[src/rtl/core/spq_pkg.sv]
// Shared types and constants for the sorted priority queue.
package spq_pkg;

  // Fixed field widths
  localparam int unsigned ValueW = 32;
  localparam int unsigned RankW  = 4;
  localparam int unsigned OpW    = 2;
  localparam int unsigned CountW = 5;

  // Operation codes
  typedef enum logic [OpW-1:0] {
    OpInsert = 2'd0,
    OpRemMax = 2'd1,
    OpRemAt  = 2'd2,
    OpNone   = 2'd3
  } spq_op_e;

  // Broadcast control to every cell for the current item
  typedef struct packed {
    logic              ins;    // insert is being applied
    logic              rem;    // remove is being applied
    logic [RankW-1:0]  rank;   // first position that shifts on remove
    logic [ValueW-1:0] value;  // value to insert
  } spq_ctrl_t;

  // Data handed from one cell to the next one down the chain
  typedef struct packed {
    logic              keep;   // this cell holds a value >= the new one
    logic [ValueW-1:0] value;  // this cell's stored value
  } spq_link_t;

endpackage

[src/rtl/core/spq_cell.sv]
// One storage cell of the sorted chain: compare, hold or shift.
module spq_cell #(
  parameter int unsigned Idx = 0
) (
  input  logic                        clk_i,
  input  logic                        occupied_i,
  input  spq_pkg::spq_ctrl_t          ctrl_i,
  input  spq_pkg::spq_link_t          left_i,
  input  logic [spq_pkg::ValueW-1:0]  right_val_i,
  output spq_pkg::spq_link_t          link_o,
  output logic [spq_pkg::ValueW-1:0]  val_d_o
);

  localparam int unsigned RankMax = (1 << spq_pkg::RankW) - 1;
  localparam bit          IdxHi   = (Idx > RankMax);
  localparam logic [spq_pkg::RankW-1:0] IdxLo = spq_pkg::RankW'(Idx % (RankMax + 1));

  logic [spq_pkg::ValueW-1:0] val_q;
  logic [spq_pkg::ValueW-1:0] val_d;
  logic                       keep;
  logic                       shift;

  // Keep own value when it ranks ahead of the new one
  assign keep  = occupied_i && ($signed(val_q) >= $signed(ctrl_i.value));
  // Close the gap from the removed rank downward
  assign shift = IdxHi || (ctrl_i.rank <= IdxLo);

  // Select next value: hold, take new value, or take a neighbor's
  always_comb begin
    val_d = val_q;
    if (ctrl_i.ins) begin
      if (keep) begin
        val_d = val_q;
      end else if (left_i.keep) begin
        val_d = ctrl_i.value;
      end else begin
        val_d = left_i.value;
      end
    end else if (ctrl_i.rem && shift) begin
      val_d = right_val_i;
    end
  end

  // Payload register, no reset needed
  always_ff @(posedge clk_i) begin
    val_q <= val_d;
  end

  assign link_o.keep  = keep;
  assign link_o.value = val_q;
  assign val_d_o      = val_d;

endmodule

[src/rtl/core/sorted_priority_queue_unit.sv]
// Sorted priority queue built as a chain of compare-and-shift cells.
//
// Input channel (in_valid_i/in_ready_o) carries one operation per item:
// insert value_i, remove the largest entry, or remove the entry at rank_i.
// Output channel (out_valid_o/out_ready_i) returns one result item per
// operation: ok_o, count_o, largest_o, empty_res_o and full_res_o.
// Every cell compares against the broadcast value and moves its data to
// or from a neighbor in the same cycle, so one item is taken per cycle
// as long as the receiver takes each result. The result sits in the
// output register on the cycle after the item is accepted.
// A rejected operation (insert when full, remove when empty, rank at or
// beyond the count, undefined op) leaves the store unchanged, ok_o = 0.
// Reset clears the entry count and the output valid; the cell contents
// are not cleared and are never read before being written.
// When the receiver stalls, the held result blocks in_ready_o until it
// is taken, so no item is dropped.
module sorted_priority_queue_unit #(
  parameter int unsigned CAPACITY = 16
) (
  input  logic                         clk_i,
  input  logic                         rst_ni,
  input  logic                         in_valid_i,
  output logic                         in_ready_o,
  input  logic [spq_pkg::OpW-1:0]      op_i,
  input  logic signed [spq_pkg::ValueW-1:0] value_i,
  input  logic [spq_pkg::RankW-1:0]    rank_i,
  output logic                         out_valid_o,
  input  logic                         out_ready_i,
  output logic                         ok_o,
  output logic [spq_pkg::CountW-1:0]   count_o,
  output logic signed [spq_pkg::ValueW-1:0] largest_o,
  output logic                         empty_res_o,
  output logic                         full_res_o
);

  localparam int unsigned CW = $clog2(CAPACITY + 1);
  localparam int unsigned RW = (CW > spq_pkg::RankW) ? CW : spq_pkg::RankW;
  localparam int unsigned XW = (CW > spq_pkg::CountW) ? CW : spq_pkg::CountW;
  localparam logic [CW-1:0] CapVal = CW'(CAPACITY);

  logic [CW-1:0]               count_q, count_d;
  logic                        accept;
  logic                        ok_d;
  spq_pkg::spq_op_e            op;
  spq_pkg::spq_ctrl_t          ctrl;
  logic [RW-1:0]               rank_x;
  logic [RW-1:0]               count_r;
  logic [XW-1:0]               count_x;
  logic [CAPACITY-1:0]         occupied;
  spq_pkg::spq_link_t          links [CAPACITY];
  logic [spq_pkg::ValueW-1:0]  vals_d [CAPACITY];

  assign in_ready_o = !out_valid_o || out_ready_i;
  assign accept     = in_valid_i && in_ready_o;
  assign op         = spq_pkg::spq_op_e'(op_i);
  assign rank_x     = RW'(rank_i);
  assign count_r    = RW'(count_q);

  // Decide whether the operation applies and the new count
  always_comb begin
    ok_d    = 1'b0;
    count_d = count_q;
    unique case (op)
      spq_pkg::OpInsert: begin
        ok_d = (count_q != CapVal);
      end
      spq_pkg::OpRemMax: begin
        ok_d = (count_q != '0);
      end
      spq_pkg::OpRemAt: begin
        ok_d = (rank_x < count_r);
      end
      default: begin
        ok_d = 1'b0;
      end
    endcase
    if (accept && ok_d) begin
      if (op == spq_pkg::OpInsert) begin
        count_d = count_q + CW'(1);
      end else begin
        count_d = count_q - CW'(1);
      end
    end
  end

  // Broadcast control to the chain
  always_comb begin
    ctrl.ins   = accept && ok_d && (op == spq_pkg::OpInsert);
    ctrl.rem   = accept && ok_d && ((op == spq_pkg::OpRemMax) || (op == spq_pkg::OpRemAt));
    ctrl.rank  = (op == spq_pkg::OpRemAt) ? rank_i : '0;
    ctrl.value = value_i;
  end

  // Build the chain of cells
  for (genvar i = 0; i < CAPACITY; i++) begin : g_cell
    spq_pkg::spq_link_t          left;
    logic [spq_pkg::ValueW-1:0]  right_val;

    assign occupied[i] = (CW'(i) < count_q);

    if (i == 0) begin : g_head
      assign left.keep  = 1'b1;
      assign left.value = value_i;
    end else begin : g_body
      assign left = links[i-1];
    end

    if (i == CAPACITY - 1) begin : g_tail
      assign right_val = links[i].value;
    end else begin : g_mid
      assign right_val = links[i+1].value;
    end

    spq_cell #(
      .Idx(i)
    ) u_cell (
      .clk_i       (clk_i),
      .occupied_i  (occupied[i]),
      .ctrl_i      (ctrl),
      .left_i      (left),
      .right_val_i (right_val),
      .link_o      (links[i]),
      .val_d_o     (vals_d[i])
    );
  end

  // Hold the entry count
  always_ff @(posedge clk_i or negedge rst_ni) begin
    if (!rst_ni) begin
      count_q <= '0;
    end else begin
      count_q <= count_d;
    end
  end

  // Output register: load on accept, drop when taken
  always_ff @(posedge clk_i or negedge rst_ni) begin
    if (!rst_ni) begin
      out_valid_o <= 1'b0;
    end else if (accept) begin
      out_valid_o <= 1'b1;
    end else if (out_ready_i) begin
      out_valid_o <= 1'b0;
    end
  end

  assign count_x = XW'(count_d);

  always_ff @(posedge clk_i) begin
    if (accept) begin
      ok_o        <= ok_d;
      count_o     <= count_x[spq_pkg::CountW-1:0];
      largest_o   <= (count_d != '0) ? vals_d[0] : '0;
      empty_res_o <= (count_d == '0);
      full_res_o  <= (count_d == CapVal);
    end
  end

  // Checks
  a_count_bound: assert property (@(posedge clk_i) disable iff (!rst_ni)
    count_q <= CapVal)
    else $error("entry count exceeds capacity");

  a_reject_holds: assert property (@(posedge clk_i) disable iff (!rst_ni)
    (accept && !ok_d) |=> (count_q == $past(count_q)))
    else $error("rejected operation changed the count");

  for (genvar k = 0; k + 1 < CAPACITY; k++) begin : g_chk
    a_sorted: assert property (@(posedge clk_i) disable iff (!rst_ni)
      (CW'(k + 1) < count_q) |-> ($signed(links[k].value) >= $signed(links[k+1].value)))
      else $error("stored entries out of order");
  end

endmodule

[config.mk]
export PLATFORM = sky130hd
export DESIGN_NAME = sorted_priority_queue_unit
export DESIGN_NICKNAME = d
export VERILOG_FILES = /design/src/rtl/core/spq_pkg.sv /design/src/rtl/core/spq_cell.sv /design/src/rtl/core/sorted_priority_queue_unit.sv
export SDC_FILE = /design/constraint.sdc
export NUM_CORES = 2
export LEC_CHECK = 0
export BUFFER_PORTS_ARGS = -buffer_cell sky130_fd_sc_hd__buf_2
export CORE_UTILIZATION = 30
export CTS_BUF_LIST = sky130_fd_sc_hd__clkbuf_8
export DETAILED_ROUTE_END_ITERATION = 10
export GPL_ROUTABILITY_DRIVEN = 1
export GPL_TIMING_DRIVEN = 0
export SLEW_MARGIN = 20
export SYNTH_ARGS = -nofsm -noshare
export SYNTH_HDL_FRONTEND = slang
export SYNTH_SLANG_ARGS = --single-unit
[constraint.sdc]
create_clock -name clk_i -period 7.1 [get_ports clk_i]
set_clock_uncertainty 0.2 [all_clocks]
set_input_delay 0.71 -clock clk_i [delete_from_list [all_inputs] [get_ports clk_i]]
set_output_delay 0.71 -clock clk_i [all_outputs]
set_load 0.02 [all_outputs]
==> out/results.md <==
| Group | Parameter | Value |
|---|---|---|
| sta | Hold violation count in the final report | 0 |
| detailed routing | Wire length per cell | 23.2 um |
| clock tree | # hold bufs at CTS | 2 |
| floorplan | Std cell rows | 133 |
| yosys | Async SR Flop Fraction | 1.08% |
| clock tree | Clock tree from TritonCTS | built |
| placement | Post-Place Worst Slack | 0.860 ns |
| setup path | Critical Path Most Common Cell | sky130_fd_sc_hd__buf_2 |
| placement | Final HPWL from detailed placement | 111000 um |
| setup path | Max FO, Critical Path | 22 |
| floorplan | Die Span X | 367 um |
| cells and area | Layout fillers | 13400 |
| power and ir drop | Worst-case vdd ir drop | 0.187 mV |
| setup path | Startpoint-to-endpoint class of the critical path | reg2reg |
| worst hold path | Min-delay worst type | in2reg |
| yosys | Share of synthesized area occupied by flip-flops and latches | 41.0% |
| setup path | Required @ worst endpoint | 7.34 ns |
| sta | Final worst setup slack | 1.35 ns |
| global route | Antenna violations before repair | 9 |
| yosys | Area share of the leading cell type in the synthesized netlist | 39.0% |
| placement | Total placed cells including tap cells | 5784 |
| clock tree | Clock latency at the later pin of the worst-skew pair | 0.77 ns |
| detailed routing | Via-per-instance ratio | 5.59 |
| global route | Pin count of the biggest net entering global routing | 33 |
| yosys | Warnings, synthesis | 0 |
| clock tree | Longest Clk Path Bufs | 3 |
| clock tree | Total CTS buffers | 104 |
| yosys | Netlist area before placement | 0.0400 sq mm |
| cells and area | Number of cells in the finished layout apart from fillers | 5975 |
| yosys | EDFF count, synth | 520 |
| sta | Post-layout min period | 5.75 ns |
| power and ir drop | Total power divided by cell area | 252 mW/mm^2 |
| clock tree | Clock slew at reported path FFs | 0.06 ns |
| global route | First-pass GRT wire length | 206000 um |
| yosys | Commonest register cell after synthesis | sky130_fd_sc_hd__edfxtp_1 |
| placement | Last weighted congestion value of the routability-driven placer | 0.930 |
| global route | Aggregate global-route resource usage | 19.9% |
| detailed routing | Number of search-and-repair iterations in the first detailed-routing pass | 6 |
| detailed routing | Post-Route WL | 139000 um |
| yosys | Largest area contributor in the synthesized netlist | sky130_fd_sc_hd__edfxtp_1 |
| placement | Port Buffer Count | 52 |
| sta | Remaining max-slew budget at the tightest pin | 14.3% |
| sta | FMAX | 174 MHz |
| floorplan | Die area | 0.135 sq mm |
| setup path | Worst Setup End Kind | register |
| sta | Transition at the pin with the smallest max-transition slack | 1.27 ns |
| global route | Aggregate global routing overflow | 0 |
| setup path | Data arrival at the endpoint of the critical path | 5.99 ns |
| cells and area | Ratio of cells with drive above 1 in the final layout | 9.77% |
| setup path | Cells along the critical path | buf_2 -> clkinv_1 -> ha_1 -> or4b_1 -> a21oi_2 -> o311ai_4 -> nor2_1 -> buf_2 -> buf_2 -> buf_2 -> nand2_1 -> o21ai_4 -> buf_16 |
| yosys | Total nets after synthesis | 4524 |
| detailed routing | Count of routing violations after the opening detailed-route iteration | 3195 |
| yosys | Post-synthesis area per instance | 10.1 sq um |
| yosys | Number of register bits inferred by synthesis | 558 |
| yosys | Most repeated cell in the gate-level netlist after synthesis | sky130_fd_sc_hd__ha_1 |
| setup path | Master of the slowest instance on the critical path | sky130_fd_sc_hd__buf_2 |
| floorplan | Core Area | 0.132 sq mm |
| yosys | Cell types occupying the most area after synthesis | sky130_fd_sc_hd__edfxtp_1, sky130_fd_sc_hd__ha_1, sky130_fd_sc_hd__mux2i_1 |
| setup path | Critical Path Start Type | register |
| cells and area | Register area | 0.0164 sq mm |
| sta | Number of pins exceeding their max-slew limit in the final report | 0 |
| sta | Final clock period utilization by the worst path | 81.0% |
| floorplan | Die Y | 367 um |
| yosys | Number of distinct standard cells referenced by the synthesized netlist | 86 |
| clock tree | Cts repair resizes | 0 |
| clock tree | H-tree Lvls | 3 |
| cells and area | Combined area of the multi-input logic cells | 0.0222 sq mm |
| yosys | Number of cells produced by synthesis | 3959 |
| clock tree | Buffer count from post-CTS setup fixing | 0 |
| cells and area | Post-layout nets | 4702 |
| sta | Count of endpoints failing setup in the final report | 0 |
| clock tree | Root Buffer | sky130_fd_sc_hd__clkbuf_8 |
| setup path | Longest individual stage delay on the worst path | 0.63 ns |
| floorplan | Initial Util | 30.3% |
| detailed routing | Routed Antenna Nets | 0 |
| floorplan | Io pins | 84 |
| cells and area | Synthesis-to-layout area growth | 12.4% |
| job | Max cap viols | 0 |
| clock tree | Number of clock sinks | 558 |
| detailed routing | Via count | 33400 |
| yosys | Most frequent cells after synthesis | sky130_fd_sc_hd__ha_1, sky130_fd_sc_hd__edfxtp_1, sky130_fd_sc_hd__nand2_1 |
| sta | Unrepaired setup endpoints after global routing | false |
| global route | Via count of the first global-routing pass | 33100 |
| status | Result of the run | finished, final reports clean |
| power and ir drop | Static Leak | 18.5 nW |
| detailed routing | DRC violations left | 0 |
==> where the power goes <==
part,switching [mW],total [mW],internal (mW)
Clock,1.56,3.06,1.50
Sequential,0.291,4.38,4.09
Combinational,2.45,3.89,1.44
Total,4.30,11.3,7.03
==> state kept, by name, summed over array words and instances, names as in the netlist <==
| signal | cells |
|---|---|
| g_cell.u_cell.val_q | 512 |
| largest_o | 32 |
| count_o | 5 |
| count_q | 5 |
| empty_res_o | 1 |
| full_res_o | 1 |
| ok_o | 1 |
| out_valid_o | 1 |
==> logic make-up after synthesis <==
family | share of synthesized area (%)
AO/OA/AOI/OAI | 16.5
AND/OR/NAND/NOR | 11.6
flip-flops | 41.0
adder cells (fa/ha/maj) | 16.4
multiplexers | 10.4
buffers and inverters | 3.97
XOR/XNOR | 0.131
==> metrics by stage <==
step | setup TNS (ns) | hold slack (ns) | total power [mW] | area (sq um) | utilization [%]
6_report | 0 | 0.0620 | 11.3 | 45000 | 34.1
3_3_place_gp | -389.50 | 0.303 | 8.11 | 42500 | 32.2
3_5_place_dp | 0 | 0.301 | 8.24 | 43000 | 32.6
2_1_floorplan | 0 | 0.214 | 7.03 | 40000 | -
5_1_grt | 0 | 0.0483 | 11.9 | 45000 | 34.1
4_1_cts | 0 | 0.0126 | 11.3 | 45000 | 34.1
==> worst max-delay path, delay by kind of cell, from the launching register on <==
kind,cells,cell delay [ns]
buf+inv,6,2.64
simple gates,3,1.21
compound gates,3,0.65
fa+ha+maj,1,0.35
flops,1,0.34
==> cells in the final DEF, fill, tap and decap left out, drive strengths merged, types with 10 or more instances in the layout <==
cell type and instances:
a2111oi 40, a211o 40, a211oi 20, a21o 50
a21oi 356, a22oi 35, a31oi 10, buf 213
clkbuf 236, clkinv 39, dfxtp 32, edfxtp 520
ha 523, inv 105, mux2 32, mux2i 381
nand2 461, nand2b 12, nand3 80, nand4 99
nor2 219, nor2b 23, nor3 86, nor4 15
o211ai 22, o21a 14, o21ai 384, o22ai 11
o31ai 35
==> layer usage <==
layer	global-route usage, %	part of all wire, %	vias up
met2	31.4	45	1251
li1	-	-	15400
met4	6.71	3.1	6
met1	27.2	45	16500
met3	3.43	6.9	221
met5	0	0.027	-
==> area by class of cell <==
type / instances / share of cell area [%]
Buffer: 265 / 2.91
Clock buffer: 114 / 3.49
Multi-Input combinational cell: 3061 / 49.3
Timing Repair Buffer: 72 / 1.52
Sequential cell: 558 / 36.5
Antenna cell: 2 / 0.0111
Inverter: 75 / 0.626
Clock inverter: 73 / 0.757
Tap cell: 1755 / 4.88
==> path summary, 6_finish.rpt <==
check                           depth (start not counted)                    endpoint                       start  slack (ns)
worst max-delay path                                   13  g_cell[3].u_cell.val_q[17]                  count_q[2]        1.35
worst min-delay path                                    3                 out_valid_o                 out_ready_i        0.06
worst max register to register                         13  g_cell[3].u_cell.val_q[17]                  count_q[2]        1.35
worst min register to register                          2  g_cell[0].u_cell.val_q[25]  g_cell[0].u_cell.val_q[25]        0.32
max in group asynchronous                               2                  count_q[4]                      rst_ni        6.44
min in group asynchronous                               2                  count_q[0]                      rst_ni        0.10
No activity file was read; power rests on OpenSTA's default activity.
